<file path="src/hdl/nfci_pkg.sv">
// Shared types, constants and command codes of the NOR flash command interface.
package nfci_pkg;

  localparam int ARRAY_WORDS = 262144;
  localparam int ADDR_W      = $clog2(ARRAY_WORDS);
  localparam int BOUND_W     = ADDR_W + 1;
  localparam int IN_ADDR_W   = 18;
  localparam int DATA_W      = 16;
  localparam int ERR_W       = 3;

  localparam int QUEUE_DEPTH = 2;
  localparam int QPTR_W      = $clog2(QUEUE_DEPTH);
  localparam int QCNT_W      = $clog2(QUEUE_DEPTH + 1);

  localparam int MAIN_BLOCK  = 65536;
  localparam int TOP_BASE    = (ARRAY_WORDS > MAIN_BLOCK) ? ARRAY_WORDS - MAIN_BLOCK : 0;

  localparam logic [BOUND_W-1:0] TOP_BASE_B   = BOUND_W'(TOP_BASE);
  localparam logic [BOUND_W-1:0] MAIN_BLOCK_B = BOUND_W'(MAIN_BLOCK);
  localparam logic [BOUND_W-1:0] MAIN_MASK_B  = ~BOUND_W'(MAIN_BLOCK - 1);
  localparam logic [BOUND_W-1:0] SPLIT_A_B    = BOUND_W'(32'h0000_C000);
  localparam logic [BOUND_W-1:0] SPLIT_B_B    = BOUND_W'(32'h0000_D000);
  localparam logic [BOUND_W-1:0] SPLIT_C_B    = BOUND_W'(32'h0000_E000);
  localparam logic [BOUND_W-1:0] ARRAY_END_B  = BOUND_W'(ARRAY_WORDS);
  localparam logic [ADDR_W-1:0]  ARRAY_LAST_A = ADDR_W'(ARRAY_WORDS - 1);

  // Command bytes
  localparam logic [7:0] CMD_ARRAY_MODE  = 8'hFF;
  localparam logic [7:0] CMD_STATUS_MODE = 8'h70;
  localparam logic [7:0] CMD_IDENT_MODE  = 8'h90;
  localparam logic [7:0] CMD_CLEAR_STAT  = 8'h50;
  localparam logic [7:0] CMD_PROGRAM     = 8'h40;
  localparam logic [7:0] CMD_BLOCK_ERASE = 8'h20;
  localparam logic [7:0] CMD_CONFIRM     = 8'hD0;

  localparam logic [DATA_W-1:0] ID_MANUFACTURER = 16'h0089;
  localparam logic [DATA_W-1:0] ID_DEVICE       = 16'h4470;
  localparam logic [DATA_W-1:0] READY_STATUS    = 16'h0080;
  localparam logic [DATA_W-1:0] ERASED_WORD     = 16'hFFFF;
  localparam logic [DATA_W-1:0] ZERO_WORD       = 16'h0000;

  localparam logic [ERR_W-1:0] ERR_ERASE = 3'b100;
  localparam logic [ERR_W-1:0] ERR_PROG  = 3'b010;
  localparam logic [ERR_W-1:0] ERR_VPP   = 3'b001;

  typedef enum logic [1:0] {
    KIND_CONST,
    KIND_READ,
    KIND_PROG,
    KIND_ERASE
  } nfci_kind_t;

  // One classified operation handed from the front to the back.
  typedef struct packed {
    nfci_kind_t         kind;
    logic [ADDR_W-1:0]  addr;
    logic [BOUND_W-1:0] hi;
    logic [DATA_W-1:0]  data;
  } nfci_op_t;

  typedef struct packed {
    logic full;
    logic not_empty;
  } nfci_qstat_t;

endpackage

</file>
<file path="src/hdl/nfci_queue.sv">
// Short queue of classified operations between the front and the back.
module nfci_queue (
  input  logic                  clk,
  input  logic                  rst_n,
  input  logic                  push,
  input  nfci_pkg::nfci_op_t    push_op,
  input  logic                  pop,
  output nfci_pkg::nfci_op_t    head_op,
  output nfci_pkg::nfci_qstat_t stat
);
  import nfci_pkg::*;

  nfci_op_t          slot_r [QUEUE_DEPTH];
  logic [QPTR_W-1:0] wr_ptr_r, rd_ptr_r;
  logic [QCNT_W-1:0] count_r;

  assign head_op        = slot_r[rd_ptr_r];
  assign stat.full      = (count_r == QCNT_W'(QUEUE_DEPTH));
  assign stat.not_empty = (count_r != '0);

  function automatic logic [QPTR_W-1:0] ptr_inc(input logic [QPTR_W-1:0] p);
    ptr_inc = (p == QPTR_W'(QUEUE_DEPTH - 1)) ? '0 : p + QPTR_W'(1);
  endfunction

  always_ff @(posedge clk) begin
    if (push) begin
      slot_r[wr_ptr_r] <= push_op;
    end
  end

  always_ff @(posedge clk) begin
    if (!rst_n) begin
      wr_ptr_r <= '0;
      rd_ptr_r <= '0;
      count_r  <= '0;
    end else begin
      if (push) begin
        wr_ptr_r <= ptr_inc(wr_ptr_r);
      end
      if (pop) begin
        rd_ptr_r <= ptr_inc(rd_ptr_r);
      end
      if (push && !pop) begin
        count_r <= count_r + QCNT_W'(1);
      end else if (pop && !push) begin
        count_r <= count_r - QCNT_W'(1);
      end
    end
  end

endmodule

</file>
<file path="config.mk">
export PLATFORM = sky130hd
export DESIGN_NAME = nfci_queue
export DESIGN_NICKNAME = d
export VERILOG_FILES = /design/src/hdl/nfci_pkg.sv /design/src/hdl/nfci_queue.sv
export SDC_FILE = /design/constraint.sdc
export NUM_CORES = 1
export LEC_CHECK = 0
export BUFFER_PORTS_ARGS = -buffer_cell sky130_fd_sc_hd__buf_4
export CAP_MARGIN = 40
export CORE_AREA = 2 2 91 93
export CTS_BUF_LIST = sky130_fd_sc_hd__clkbuf_16
export CTS_CLUSTER_SIZE = 30
export DETAILED_ROUTE_END_ITERATION = 10
export DIE_AREA = 0 0 93 95
export PLACE_DENSITY = 0.88
export SLEW_MARGIN = 20
export SYNTH_ARGS = -nofsm -noshare
export SYNTH_HDL_FRONTEND = slang
export SYNTH_SLANG_ARGS = --single-unit
</file>
<file path="constraint.sdc">
create_clock -name clk -period 6.8 [get_ports clk]
set_input_delay 1.02 -clock clk [delete_from_list [all_inputs] [get_ports clk]]
set_output_delay 1.02 -clock clk [all_outputs]
set_load 0.03 [all_outputs]
</file>
==> flow_summary_export.csv <==
group,metric,value,unit
timing,relSlewSlack,51.0,%
power_and_ir_drop,p_leak,0.00221,uW
global_route,antenna_found_initial,0,
layout,fillers,516,
layout,num_antenna_cells,0,
timing,finalSetupViolCount,0,
logic_synthesis,seq_area_frac_synth,80.9,%
clock_network,clockRootBuffer,"clkbuf_16",
floorplan,pin_count,116,
clock_network,cts_resized,0,
clock_network,h-tree-depth,4,
logic_synthesis,syn-num-nets,253,
run_status,status,"finished clean",
timing,min_period,3180,ps
timing,period_share,46.7,%
floorplan,dieWidth,93,um
timing,tns,0,ps
critical_path,cp-start-kind,"flip-flop",
global_route,grt_pass1_vias,2230,
global_route,grt_max_degree,39,
critical_path,endpoint_kind,"primary output",
global_route,grt_overflow_total,0,
layout,drive_gt1_share,60.7,%
timing,report.final.hold_viol_count,0,
power_and_ir_drop,irDropWorstVdd,0.214,mV
clock_network,cts.clk_slew.worst_paths,50,ps
floorplan,die_h,95,um
layout,area_growth,37.1,%
layout,final_cell_area,5770,sq um
drt,first_iter_violations,94,
critical_path,critical_path_peak_fanout,31,
logic_synthesis,synth_area,4210,sq um
layout,seq_area,3400,sq um
clock_network,cts_tree,"built",
layout,fin_cells,441,
global_route,grt_pass1_wl,10.9,mm
critical_path,crit_path_cell_trace,"buf_4 > mux2_2 > buf_4",
placement,port_buffers,115,
clock_network,cts_inserted_buffers,17,
timing,max_freq,315,MHz
power_and_ir_drop,p_per_area,339,nW/um^2
layout,layout.nets,384,
layout,final_common_cell,"buf_4",
run,drv_cap,0,
logic_synthesis,synth_cell_type_count,17,
global_route,grt_usage,17.1,%
floorplan,core.rowCount,33,
timing,worst_pin_slew,735,ps
timing,rsz0062_at_grt,"false",
layout,mostFrequentLayoutCells,"118 x buf_4, 110 x edfxtp_1, 55 x mux2_2, 17 x clkbuf_16",
logic_synthesis,ys_ff_latch,115,
clock_network,cts_max_path_buffers,2,
drt,wl_per_cell,16.5,um
timing,fin_worst_skew,5.94,ps
critical_path,path_class,"flip-flop to primary output",
floorplan,design.core.area,7930,sq um
critical_path,slowest_delay,710,ps
placement,dpl.hpwl,4.82,mm
drt,wirelength,7.29,mm
clock_network,postCtsHoldBufs,0,
placement,dp.cells,410,
logic_synthesis,ys_warn_count,0,
drt,antenna_left,0,
logic_synthesis,syn_area_per_cell,21.8,sq um
drt,drc,0,
clock_network,worst_skew_pair.late_latency,400,ps
timing,slew_violations,0,
logic_synthesis,syn_inst,193,
drt,drtPass1Iterations,6,
floorplan,start_util,53.1,%
timing,hold-worst-slack,506,ps
floorplan,dieArea,8840,sq um
clock_network,cts_post_setup_buffers_inserted,0,
worst_hold_path,hold_path.class,"flip-flop to flip-flop",
drt,vias,2177,
critical_path,critPathArrivalTime,2160,ps
drt,avgViaCountPerCell,4.94,
critical_path,cp.required,5780,ps
placement,dpl-instance-area,5170,sq um
critical_path,crit_slowest_cell,"dfxtp_2",
critical_path,path_common_cell,"buf_4",
layout,multi_input_area,746,sq um
placement,gp_congestion,0.681,
clock_network,cts_sinks,115,
routing by layer:
metal  GRT usage [%]  vias up  part of all wire (%)  routed length (um)
met1            19.4     1064                    39                2850
met3            5.43       12                   5.3                 387
met4            9.31        0                   1.5                 112
met5               0        -                     0                   0
met2            28.8       76                    54                3940
li1                -     1025                     -                   -
per-stage QoR:
step	total power, uW	worst slack [ps]	utilization, %
global route	2020	3520	72.7
floorplan	995	2840	-
global placement	1080	4030	65.2
CTS	1980	3570	72.7
detailed placement	1090	4000	65.2
finish	1960	3620	72.7
layout make-up:
type	count	area share, %
Tap cell	105	2.28
Clock buffer	17	7.38
Timing Repair Buffer	118	15.4
Sequential cell	115	59.0
Clock inverter	14	2.95
Inverter	1	0.0651
Multi-Input combinational cell	71	12.9
cell usage after synthesis:
cell type / instances / area share, %
a21boi_1: 1 / 0.18
and2_1: 4 / 0.59
and2b_2: 1 / 0.21
buf_4: 1 / 0.18
buf_6: 5 / 1.3
dfxtp_1: 5 / 2.4
edfxtp_1: 110 / 79
ha_1: 1 / 0.30
inv_1: 1 / 0.089
mux2_2: 55 / 15
nor2b_1: 2 / 0.30
o21a_1: 1 / 0.18
o21ai_0: 1 / 0.12
or2_2: 1 / 0.15
or3_1: 1 / 0.15
xnor2_1: 1 / 0.21
xor2_1: 2 / 0.42
flip-flops by register name (all words and copies together) (netlist names), named ones only:
| name | count |
|---|---|
| count_r | 2 |
| rd_ptr_r | 1 |
| slot_r | 110 |
| wr_ptr_r | 1 |
power by group:
part           internal (uW)  total, uW  switching (uW)
logic                    106        237             131
clock network            602        884             282
registers                820        836            15.9
total                   1530       1960             429
critical path, delay by kind of cell (launching register included):
family,cells,cell delay (ps)
multiplexers,1,400
flip-flops,1,710
buffers and inverters,2,640
cells by family (layout without fill, tap and decap cells):
logic type	after synthesis	after routing	synth area share (%)
buffers and inverters	7	150	1.61
flip-flops	115	115	80.9
adder cells (fa/ha/maj)	1	1	0.297
multiplexers	55	55	14.7
AO/OA/AOI/OAI	3	3	0.476
AND/OR/NAND/NOR	9	9	1.40
XOR/XNOR	3	3	0.625
path summary, 6_finish.rpt:
path | startpoint | end | slack [ps] | depth (start not counted)
worst min-delay path | count_r[1] | count_r[1] | 510 | 2
worst max register to register | wr_ptr_r | slot_r[1][15] | 4960 | 2
worst max-delay path | flip-flop | head_op[53] | 3620 | 3
worst min register to register | count_r[1] | count_r[1] | 510 | 2
Note: power is estimated with default switching activity, not from simulation.
