[src/hdl/nfci_pkg.sv]
// Shared types, constants and command codes of the NOR flash command interface.
package nfci_pkg;

  localparam int ARRAY_WORDS = 262144;
  localparam int ADDR_W      = $clog2(ARRAY_WORDS);
  localparam int BOUND_W     = ADDR_W + 1;
  localparam int IN_ADDR_W   = 18;
  localparam int DATA_W      = 16;
  localparam int ERR_W       = 3;

  localparam int QUEUE_DEPTH = 2;
  localparam int QPTR_W      = $clog2(QUEUE_DEPTH);
  localparam int QCNT_W      = $clog2(QUEUE_DEPTH + 1);

  localparam int MAIN_BLOCK  = 65536;
  localparam int TOP_BASE    = (ARRAY_WORDS > MAIN_BLOCK) ? ARRAY_WORDS - MAIN_BLOCK : 0;

  localparam logic [BOUND_W-1:0] TOP_BASE_B   = BOUND_W'(TOP_BASE);
  localparam logic [BOUND_W-1:0] MAIN_BLOCK_B = BOUND_W'(MAIN_BLOCK);
  localparam logic [BOUND_W-1:0] MAIN_MASK_B  = ~BOUND_W'(MAIN_BLOCK - 1);
  localparam logic [BOUND_W-1:0] SPLIT_A_B    = BOUND_W'(32'h0000_C000);
  localparam logic [BOUND_W-1:0] SPLIT_B_B    = BOUND_W'(32'h0000_D000);
  localparam logic [BOUND_W-1:0] SPLIT_C_B    = BOUND_W'(32'h0000_E000);
  localparam logic [BOUND_W-1:0] ARRAY_END_B  = BOUND_W'(ARRAY_WORDS);
  localparam logic [ADDR_W-1:0]  ARRAY_LAST_A = ADDR_W'(ARRAY_WORDS - 1);

  // Command bytes
  localparam logic [7:0] CMD_ARRAY_MODE  = 8'hFF;
  localparam logic [7:0] CMD_STATUS_MODE = 8'h70;
  localparam logic [7:0] CMD_IDENT_MODE  = 8'h90;
  localparam logic [7:0] CMD_CLEAR_STAT  = 8'h50;
  localparam logic [7:0] CMD_PROGRAM     = 8'h40;
  localparam logic [7:0] CMD_BLOCK_ERASE = 8'h20;
  localparam logic [7:0] CMD_CONFIRM     = 8'hD0;

  localparam logic [DATA_W-1:0] ID_MANUFACTURER = 16'h0089;
  localparam logic [DATA_W-1:0] ID_DEVICE       = 16'h4470;
  localparam logic [DATA_W-1:0] READY_STATUS    = 16'h0080;
  localparam logic [DATA_W-1:0] ERASED_WORD     = 16'hFFFF;
  localparam logic [DATA_W-1:0] ZERO_WORD       = 16'h0000;

  localparam logic [ERR_W-1:0] ERR_ERASE = 3'b100;
  localparam logic [ERR_W-1:0] ERR_PROG  = 3'b010;
  localparam logic [ERR_W-1:0] ERR_VPP   = 3'b001;

  typedef enum logic [1:0] {
    KIND_CONST,
    KIND_READ,
    KIND_PROG,
    KIND_ERASE
  } nfci_kind_t;

  // One classified operation handed from the front to the back.
  typedef struct packed {
    nfci_kind_t         kind;
    logic [ADDR_W-1:0]  addr;
    logic [BOUND_W-1:0] hi;
    logic [DATA_W-1:0]  data;
  } nfci_op_t;

  typedef struct packed {
    logic full;
    logic not_empty;
  } nfci_qstat_t;

endpackage

[src/hdl/nfci_front.sv]
// Front end: command state machine that classifies each bus word into an operation.
module nfci_front (
  input  logic                            clk,
  input  logic                            rst_n,
  input  logic                            accept,
  input  logic                            operation,
  input  logic [nfci_pkg::IN_ADDR_W-1:0]  word_address,
  input  logic [nfci_pkg::DATA_W-1:0]     write_data,
  input  logic                            vpp_ok,
  output logic                            push,
  output nfci_pkg::nfci_op_t              op
);
  import nfci_pkg::*;

  typedef enum logic [2:0] {
    MODE_ARRAY,
    MODE_STATUS,
    MODE_ID,
    MODE_PROG_WAIT,
    MODE_ERASE_WAIT
  } mode_t;

  mode_t              mode_r, mode_nxt;
  logic [ERR_W-1:0]   err_r, err_nxt;
  logic [ADDR_W-1:0]  addr;
  logic [7:0]         cmd;
  logic [BOUND_W-1:0] addr_b, off, lo, hi;
  logic [DATA_W-1:0]  status;

  assign addr   = ADDR_W'(word_address);
  assign cmd    = write_data[7:0];
  assign addr_b = BOUND_W'(addr);
  assign off    = addr_b - TOP_BASE_B;
  assign status = READY_STATUS | (DATA_W'(err_r) << 3);
  assign push   = accept;

  // Bounds of the erase block that holds the address; the top region is split.
  always_comb begin
    lo = '0;
    hi = '0;
    if (addr_b < TOP_BASE_B) begin
      lo = addr_b & MAIN_MASK_B;
      hi = lo + MAIN_BLOCK_B;
      if (hi > TOP_BASE_B) begin
        hi = TOP_BASE_B;
      end
    end else begin
      priority if (off < SPLIT_A_B) begin
        lo = '0;
        hi = SPLIT_A_B;
      end else if (off < SPLIT_B_B) begin
        lo = SPLIT_A_B;
        hi = SPLIT_B_B;
      end else if (off < SPLIT_C_B) begin
        lo = SPLIT_B_B;
        hi = SPLIT_C_B;
      end else begin
        lo = SPLIT_C_B;
        hi = MAIN_BLOCK_B;
      end
      lo = lo + TOP_BASE_B;
      hi = hi + TOP_BASE_B;
    end
    if (hi > ARRAY_END_B) begin
      hi = ARRAY_END_B;
    end
  end

  always_comb begin
    mode_nxt = mode_r;
    err_nxt  = err_r;
    op.kind  = KIND_CONST;
    op.addr  = addr;
    op.hi    = hi;
    op.data  = ZERO_WORD;
    if (!operation) begin
      unique case (mode_r)
        MODE_ARRAY: op.kind = KIND_READ;
        MODE_ID: begin
          if (word_address == '0) begin
            op.data = ID_MANUFACTURER;
          end else if (word_address == IN_ADDR_W'(1)) begin
            op.data = ID_DEVICE;
          end
        end
        default: op.data = status;
      endcase
    end else if (mode_r == MODE_PROG_WAIT) begin
      if (vpp_ok) begin
        op.kind = KIND_PROG;
        op.data = write_data;
      end else begin
        err_nxt = err_r | ERR_PROG | ERR_VPP;
      end
      mode_nxt = MODE_STATUS;
    end else if (mode_r == MODE_ERASE_WAIT) begin
      if (cmd != CMD_CONFIRM) begin
        err_nxt = err_r | ERR_ERASE;
      end else if (!vpp_ok) begin
        err_nxt = err_r | ERR_ERASE | ERR_VPP;
      end else begin
        op.kind = KIND_ERASE;
        op.addr = lo[ADDR_W-1:0];
      end
      mode_nxt = MODE_STATUS;
    end else begin
      unique case (cmd)
        CMD_ARRAY_MODE:  mode_nxt = MODE_ARRAY;
        CMD_STATUS_MODE: mode_nxt = MODE_STATUS;
        CMD_IDENT_MODE:  mode_nxt = MODE_ID;
        CMD_CLEAR_STAT:  err_nxt  = '0;
        CMD_PROGRAM:     mode_nxt = MODE_PROG_WAIT;
        CMD_BLOCK_ERASE: mode_nxt = MODE_ERASE_WAIT;
        default: ;
      endcase
    end
  end

  always_ff @(posedge clk) begin
    if (!rst_n) begin
      mode_r <= MODE_ARRAY;
      err_r  <= '0;
    end else if (accept) begin
      mode_r <= mode_nxt;
      err_r  <= err_nxt;
    end
  end

endmodule

[config.mk]
export PLATFORM = sky130hd
export DESIGN_NAME = nfci_front
export DESIGN_NICKNAME = d
export VERILOG_FILES = /design/src/hdl/nfci_pkg.sv /design/src/hdl/nfci_front.sv
export SDC_FILE = /design/constraint.sdc
export NUM_CORES = 1
export LEC_CHECK = 0
export BUFFER_PORTS_ARGS = -buffer_cell sky130_fd_sc_hd__buf_2
export CAP_MARGIN = 5
export CORE_UTILIZATION = 40
export DETAILED_ROUTE_END_ITERATION = 12
export PLACE_DENSITY = 0.86
export SYNTH_ARGS = -nofsm -noshare
export SYNTH_HDL_FRONTEND = slang
export SYNTH_SLANG_ARGS = --single-unit
[constraint.sdc]
create_clock -name clk -period 5.7 [get_ports clk]
set_clock_uncertainty 0.2 [all_clocks]
set_input_delay 1.14 -clock clk [delete_from_list [all_inputs] [get_ports clk]]
set_output_delay 1.14 -clock clk [all_outputs]
set_load 0.005 [all_outputs]
==> results of run 1 <==
## critical path: stages
cell and delay (ps):
buf_2 120, nor4_1 290, nand3_1 180, nor3_2 790
o21ai_1 130, and2_1 190, buf_2 120
## layout make-up
| cell class | count | share of cell area |
|---|---|---|
| flip-flops and latches | 6 | 0.08815 |
| inverters | 6 | 0.01653 |
| clock buffers | 3 | 0.01653 |
| well taps | 28 | 0.02571 |
| repair buffers | 82 | 0.3012 |
| multi-input cells | 118 | 0.5519 |
## kinds of logic after synthesis
kind of cell | after synthesis
AND/OR/NAND/NOR | 76
XOR/XNOR | 1
other | 1
multiplexers | 1
flip-flops | 6
buffers and inverters | 27
AO/OA/AOI/OAI | 28
## cells in the mapped netlist, types with 3 or more instances
master	number
clkbuf_1	3
o21ai_0	4
nor2_1	12
dfxtp_1	6
inv_1	5
and2_1	9
nor3b_1	3
nor3_1	4
nand2_1	9
buf_4	16
a21o_1	3
nor2b_1	14
nand4_1	3
nor4_1	5
nand3_1	5
a221o_1	3
o21ai_1	4
a21boi_1	3
## path summary, 6_finish.rpt
kind	startpoint	end	slack, ps	cells past startpoint
min	err_r[2]	err_r[2]	290	2
max	write_data[0]	op[47]	1400	7
max reg2reg	mode_r[2]	mode_r[0]	3920	5
min reg2reg	err_r[2]	err_r[2]	290	2
## per-layer routing
layer	global-route usage	vias up	share of wire
met5	0	-	0
met4	0.03509	0	0
li1	-	624	-
met1	0.2612	539	0.40
met2	0.3586	75	0.50
met3	0.05797	0	0.11
## registers in the layout, summed over array words and instances (netlist names)
| signal | count |
|---|---|
| mode_r | 3 |
| err_r | 3 |
## power by group
part           switching, mW  internal, mW
combinational         0.0245        0.0224
sequential          0.000200        0.0422
clock                 0.0164        0.0239
total                 0.0411        0.0885
==> results.sh, run 1 <==
export IMPL_cts_sinks=6
export IMPL_crit_required_ps=4360
export IMPL_multi_input_area_um2=752.0
export IMPL_synthMuxAreaShare=0.009828
export IMPL_first_pass_iters=4
export IMPL_final_util=0.5931
export IMPL_peakVddDrop_v=0.00008664
export IMPL_grt_overflow=0
export IMPL_vias=1238
export IMPL_synth_edff_count=0
export IMPL_synth_seq_area_share=0.1179
export IMPL_slew_viol_final=0
export IMPL_die_y_um=52.46
export IMPL_initial_core_util=0.4434
export IMPL_synth_xor_area_frac=0.008600
export IMPL_antenna_found_initial=0
export IMPL_synth_area_per_cell_um2=7.275
export IMPL_cts_made_buffers=3
export IMPL_crit_fanout=17
export IMPL_grt_pass1_wl_um=4388
export IMPL_end_kind="primary output"
export IMPL_fin_nets=256
export IMPL_gp_congestion=0.8229
export IMPL_path_class="in2out"
export IMPL_syn_area_mm2=0.001018
export IMPL_io_pins=95
export IMPL_syn_inst=140
export IMPL_nFillCells=221
export IMPL_std_cell_rows=17
export IMPL_grt_pass1_vias=1046
export IMPL_startpoint_type="input port"
export IMPL_track_usage=0.2095
export IMPL_wl_per_cell_um=11.48
export IMPL_hold_path_class="reg2reg"
export IMPL_area_delta_synth_final_pct=33.78
export IMPL_yosysTopAreaCell="dfxtp_1"
export IMPL_status="finished, final reports clean"
export IMPL_path_clk_slew_ps=50
export IMPL_synth_compound_area_frac=0.2285
export IMPL_place_ws_ps=1395
export IMPL_period_share=0.7537
export IMPL_p_leak_nw=0.7280
export IMPL_fp_dieArea_mm2=0.002752
export IMPL_min_period_ps=4296
export IMPL_port_buffers=82
export IMPL_stdcell_area_mm2=0.001363
export IMPL_diodes=0
export IMPL_p_per_area_mw_per_mm2=95.12
export IMPL_hold_buffers=0
export IMPL_synthFlopType="dfxtp_1"
export IMPL_synth_distinct_cells=45
export IMPL_ys_warn_count=0
export IMPL_max_freq_ghz=0.2328
export IMPL_arrival_ps=2960
export IMPL_core_area_mm2=0.002297
export IMPL_worst_slack_ps=1404
export IMPL_finalSetupTns_ps=0
export IMPL_synth_top_family_by_area="simple AND/OR/NAND/NOR gates"
export IMPL_drive_above_1_share=0.4419
export IMPL_power_total_mw=0.1296
export IMPL_layout_commonest_cell="buf_2"
export IMPL_setup_violations=0
export IMPL_clkLatencyLatePin_ps=250
export IMPL_die_x_um=52.46
export IMPL_dp_cells=240
export IMPL_synth_top_area_share=0.1179
export IMPL_totalWireLength_um=2789
export IMPL_layoutNonFillerInstCount=243
export IMPL_yosys_area_share_adder=0
export IMPL_ys_ff_latch=6
export IMPL_hpwl_um=2360
export IMPL_final_hold_viol_count=0
export IMPL_holdWs_ps=288.5
export IMPL_drtIter0Drc=24
export IMPL_maxCapViolations=0
export IMPL_cts_resized_gates=0
export IMPL_max_clock_path_buffers=2
export IMPL_relSlewSlack=0.3691
export IMPL_antenna_left=0
export IMPL_dpl_cell_area_mm2=0.001340
export IMPL_final_cell_mix="82 x buf_2, 14 x nor2b_1, 12 x nor2_1, 12 x conb_1"
export IMPL_netlist_top_cells_area="dfxtp_1 12%, buf_4 12%, nor2b_1 8.6%"
export IMPL_h_tree_depth=1
export IMPL_drc=0
export IMPL_rsz0062_at_grt="false"
export IMPL_worst_pin_slew_ps=941.3
export IMPL_cts_root_buf="clkbuf_4"
export IMPL_cts_setup_buffers=0
export IMPL_ff_latch_area_um2=120.1
export IMPL_grt_max_degree=18
export IMPL_synthSimpleGateAreaFrac=0.4472
export IMPL_async_flop_share=0
export IMPL_routed_via_density=5.095
export IMPL_cts_tree="built"
Note: power is estimated with default switching activity, not from simulation.
==> run 2, diff against run 1 <==
CORE_UTILIZATION = 37   (was 40)
PLACE_DENSITY = 0.81   (was 0.86)
clock period = 4.4 ns   (was 5.7 ns; I/O delays follow)
==> results.sh, run 2 (same netlist as run 1, synthesis figures left out) <==
export IMPL_hold_buffers=0
export IMPL_drtIter0Drc=15
export IMPL_final_cell_mix="82 x buf_2, 14 x nor2b_1, 12 x nor2_1, 12 x conb_1"
export IMPL_peakVddDrop_v=0.00007626
export IMPL_std_cell_rows=18
export IMPL_dpl_cell_area_mm2=0.001350
export IMPL_antenna_found_initial=0
export IMPL_final_hold_viol_count=0
export IMPL_path_buf_inv=2
export IMPL_cts_tree="built"
export IMPL_relSlewSlack=0.4519
export IMPL_min_period_ps=3436
export IMPL_antenna_left=0
export IMPL_slew_viol_final=0
export IMPL_grt_overflow=0
export IMPL_period_share=0.7810
export IMPL_power_total_mw=0.1675
export IMPL_finalSetupTns_ps=0
export IMPL_setup_violations=0
export IMPL_maxCapViolations=0
export IMPL_cts_resized_gates=0
export IMPL_totalWireLength_um=2802
export IMPL_path_class="in2out"
export IMPL_stdcell_area_mm2=0.001373
export IMPL_grt_pass1_wl_um=4050
export IMPL_slowest_delay_ps=540
export IMPL_clkLatencyLatePin_ps=240
export IMPL_cts_setup_buffers=0
export IMPL_cp_common_cell="buf_2"
export IMPL_gp_congestion=0.8636
export IMPL_max_clock_path_buffers=2
export IMPL_status="finished, final reports clean"
export IMPL_die_x_um=54.47
export IMPL_fin_nets=257
export IMPL_end_kind="primary output"
export IMPL_grt_max_degree=18
export IMPL_rsz0062_at_grt="false"
export IMPL_holdWs_ps=277.5
export IMPL_core_area_mm2=0.002545
export IMPL_cts_sinks=6
export IMPL_drc=0
export IMPL_grt_pass1_vias=924
export IMPL_first_pass_iters=4
export IMPL_crit_fanout=5
export IMPL_wl_per_cell_um=11.39
export IMPL_hold_path_class="reg2reg"
export IMPL_h_tree_depth=1
export IMPL_arrival_ps=2360
export IMPL_area_delta_synth_final_pct=34.77
export IMPL_initial_core_util=0.4002
export IMPL_io_pins=95
export IMPL_place_ws_ps=965.5
export IMPL_worst_slack_ps=963.6
export IMPL_max_freq_ghz=0.2910
export IMPL_path_clk_slew_ps=50
export IMPL_layout_commonest_cell="buf_2"
export IMPL_cts_root_buf="clkbuf_4"
export IMPL_cts_made_buffers=3
export IMPL_top_regs="err_r: 3 flops, mode_r: 3 flops"
export IMPL_vias=1214
export IMPL_worst_pin_slew_ps=819.1
export IMPL_die_y_um=54.47
export IMPL_drive_above_1_share=0.4444
export IMPL_path_cells="buf_2, nor4_1, nand4b_1, nor3_1, a221o_1, buf_2"
export IMPL_startpoint_type="input port"
export IMPL_crit_required_ps=3320
export IMPL_routed_via_density=4.935
export IMPL_p_per_area_mw_per_mm2=122.0
export IMPL_fp_dieArea_mm2=0.002966
export IMPL_diodes=0
export IMPL_port_buffers=82
export IMPL_track_usage=0.1909
export IMPL_hpwl_um=2337
export IMPL_critical_path_top_delay_family="simple AND/OR/NAND/NOR gates"
export IMPL_p_leak_nw=0.7335
export IMPL_cp_slowest_cell="nor3_1"
-- run 2: changes by cell type in the layout (fill, tap and decap cells not counted) --
cell   previous run  this run
buf_4             0         1
-- run 2: worst paths after layout --
kind / slack (ps) / start / depth (start not counted) / to
max: 960 / word_address[1] / 6 / op[5]
min: 280 / err_r[2] / 2 / err_r[2]
max reg2reg: 2580 / mode_r[2] / 5 / mode_r[0]
min reg2reg: 280 / err_r[2] / 2 / err_r[2]
-- run 2: where the power goes --
group	switching (mW)	leakage (nW)	total [mW]	internal [mW]
logic	0.0314	0.671	0.0605	0.0291
clock network	0.0211	0.0138	0.0521	0.0309
registers	0.000250	0.0483	0.0549	0.0547
-- run 2: layout make-up --
type / count / area, um2
Fill cell: 270 / 1172
Timing Repair Buffer: 83 / 417.9
Inverter: 6 / 22.52
Clock buffer: 3 / 22.52
Multi-Input combinational cell: 118 / 752.0
Tap cell: 30 / 37.54
Sequential cell: 6 / 120.1
-- run 2: per-stage QoR --
| step | util | instances |
|---|---|---|
| after floorplan | - | 151 |
| after global placement | 0.5305 | 243 |
| after detailed placement | 0.5305 | 243 |
| after CTS | 0.5393 | 246 |
| after global routing | 0.5393 | 246 |
| final | 0.5393 | 246 |
-- run 2: worst reg2reg max path, cell delays in order (launching register included) --
cell     delay [ps]
dfxtp_1         410
or3b_4          420
nand2_1         210
a41oi_4          70
a31oi_4         230
mux2i_1         200
-- run 2: metal layers --
metal / global-route usage / wire length [um] / vias up
met4: 0.07265 / 23 / 0
li1: - / - / 632
met3: 0.05000 / 210 / 4
met2: 0.3354 / 1325 / 50
met5: 0 / 0 / -
met1: 0.2180 / 1242 / 528
==> run 3, diff against run 2 <==
clock period = 3.3 ns   (was 4.4 ns; I/O delays follow)
==> results.sh, run 3 (same netlist as run 1, synthesis figures left out) <==
export IMPL_period_share=0.8926
export IMPL_max_clock_path_buffers=2
export IMPL_drive_above_1_share=0.4521
export IMPL_layoutNonFillerInstCount=249
export IMPL_startpoint_type="input port"
export IMPL_die_y_um=54.47
export IMPL_r2r_cells=5
export IMPL_drc=0
export IMPL_peakVddDrop_v=0.0001431
export IMPL_gp_congestion=0.8697
export IMPL_cp_slowest_cell="nor3_2"
export IMPL_first_pass_iters=4
export IMPL_stdcell_area_mm2=0.001395
export IMPL_std_cell_rows=18
export IMPL_die_x_um=54.47
export IMPL_core_area_mm2=0.002545
export IMPL_hpwl_um=2373
export IMPL_track_usage=0.1879
export IMPL_diodes=0
export IMPL_wl_per_cell_um=11.27
export IMPL_fp_dieArea_mm2=0.002966
export IMPL_end_kind="primary output"
export IMPL_slew_viol_final=0
export IMPL_grt_max_degree=17
export IMPL_antenna_found_initial=0
export IMPL_top_regs="err_r: 3 flops, mode_r: 3 flops"
export IMPL_path_buf_inv=3
export IMPL_port_buffers=82
export IMPL_cts_resized_gates=0
export IMPL_final_hold_viol_count=0
export IMPL_p_per_area_mw_per_mm2=158.6
export IMPL_crit_cells=7
export IMPL_cts_root_buf="clkbuf_4"
export IMPL_path_cells="buf_2, nor4_1, nand3_1, nor3_2, buf_4, o21ai_1, buf_2"
export IMPL_cp_common_cell="buf_2"
export IMPL_rsz0062_at_grt="false"
export IMPL_area_delta_synth_final_pct=36.98
export IMPL_layout_commonest_cell="buf_2"
export IMPL_setup_violations=0
export IMPL_routed_via_density=4.912
export IMPL_reg2reg_from="mode_r[2]"
export IMPL_slowest_delay_ps=420
export IMPL_cts_tree="built"
export IMPL_grt_overflow=0
export IMPL_cts_made_buffers=3
export IMPL_max_freq_ghz=0.3395
export IMPL_min_period_ps=2946
export IMPL_finalSetupTns_ps=0
export IMPL_vias=1223
export IMPL_status="finished, final reports clean"
export IMPL_fin_nets=260
export IMPL_critical_path_top_delay_family="simple AND/OR/NAND/NOR gates"
export IMPL_clkLatencyLatePin_ps=250
export IMPL_crit_fanout=7
export IMPL_crit_required_ps=2440
export IMPL_hold_buffers=0
export IMPL_grt_pass1_wl_um=4091
export IMPL_reg2reg_to="mode_r[0]"
export IMPL_crit_path_start="write_data[0]"
export IMPL_path_class="in2out"
export IMPL_totalWireLength_um=2805
export IMPL_p_leak_nw=0.7499
export IMPL_initial_core_util=0.4002
export IMPL_path_clk_slew_ps=40
export IMPL_cts_setup_buffers=0
export IMPL_maxCapViolations=0
export IMPL_r2r_slack_ps=1500
export IMPL_antenna_left=0
export IMPL_arrival_ps=2090
export IMPL_dp_cells=246
export IMPL_crit_end="op[49]"
export IMPL_cts_sinks=6
export IMPL_hold_path_class="reg2reg"
export IMPL_h_tree_depth=1
export IMPL_dpl_cell_area_mm2=0.001373
export IMPL_final_cell_mix="82 x buf_2, 14 x nor2b_1, 12 x nor2_1, 12 x conb_1"
export IMPL_grt_pass1_vias=942
export IMPL_io_pins=95
export IMPL_drtIter0Drc=18
run 3: changes by cell type in the layout (fill, tap and decap cells not counted), sizes merged:
cell | previous run | this run
buf | 83 | 86
run 3: metrics by stage:
stage / power (mW) / hold slack (ps) / setup slack (ps) / util
2_1_floorplan: 0.1241 / 246.9 / 655.2 / -
3_3_place_gp: 0.1546 / 272.9 / 397.2 / 0.5393
3_5_place_dp: 0.1552 / 279.1 / 351.2 / 0.5393
4_1_cts: 0.2229 / 286.7 / 346.8 / 0.5482
6_report: 0.2212 / 283.0 / 354.4 / 0.5482
5_1_grt: 0.2393 / 298.1 / 140.7 / 0.5482
run 3: worst min-delay path by stage:
stage,startpoint,to,cells past startpoint
final,err_r[2],err_r[2],2
after floorplan,err_r[2],err_r[2],2
after global routing,err_r[2],err_r[2],2
after CTS,err_r[2],err_r[2],2
after global placement,err_r[2],err_r[2],2
after detailed placement,err_r[2],err_r[2],2
run 3: final cells by class:
class,count,area [um2]
multi-input combinational,118,752.0
tap,30,37.54
fill,268,1150
inverter,6,22.52
clock buffer,3,22.52
sequential,6,120.1
timing repair buffer,86,440.4
run 3: layer usage:
metal  track usage  share of wire
met3       0.03333          0.079
met4       0.05128         0.0071
met1        0.2255           0.43
met5             0              0
met2        0.3374           0.48
run 3: where the power goes:
group / internal [mW] / switching, mW / total [mW]
combinational: 0.0388 / 0.0422 / 0.0811
sequential: 0.0730 / 0.000320 / 0.0733
clock: 0.0411 / 0.0258 / 0.0669
run 3: worst reg2reg max path: stages (launching register included):
cell and delay (ps):
dfxtp_1 400, or3b_4 420, nand2_1 210, a41oi_4 70, a31oi_4 220, mux2i_1 210
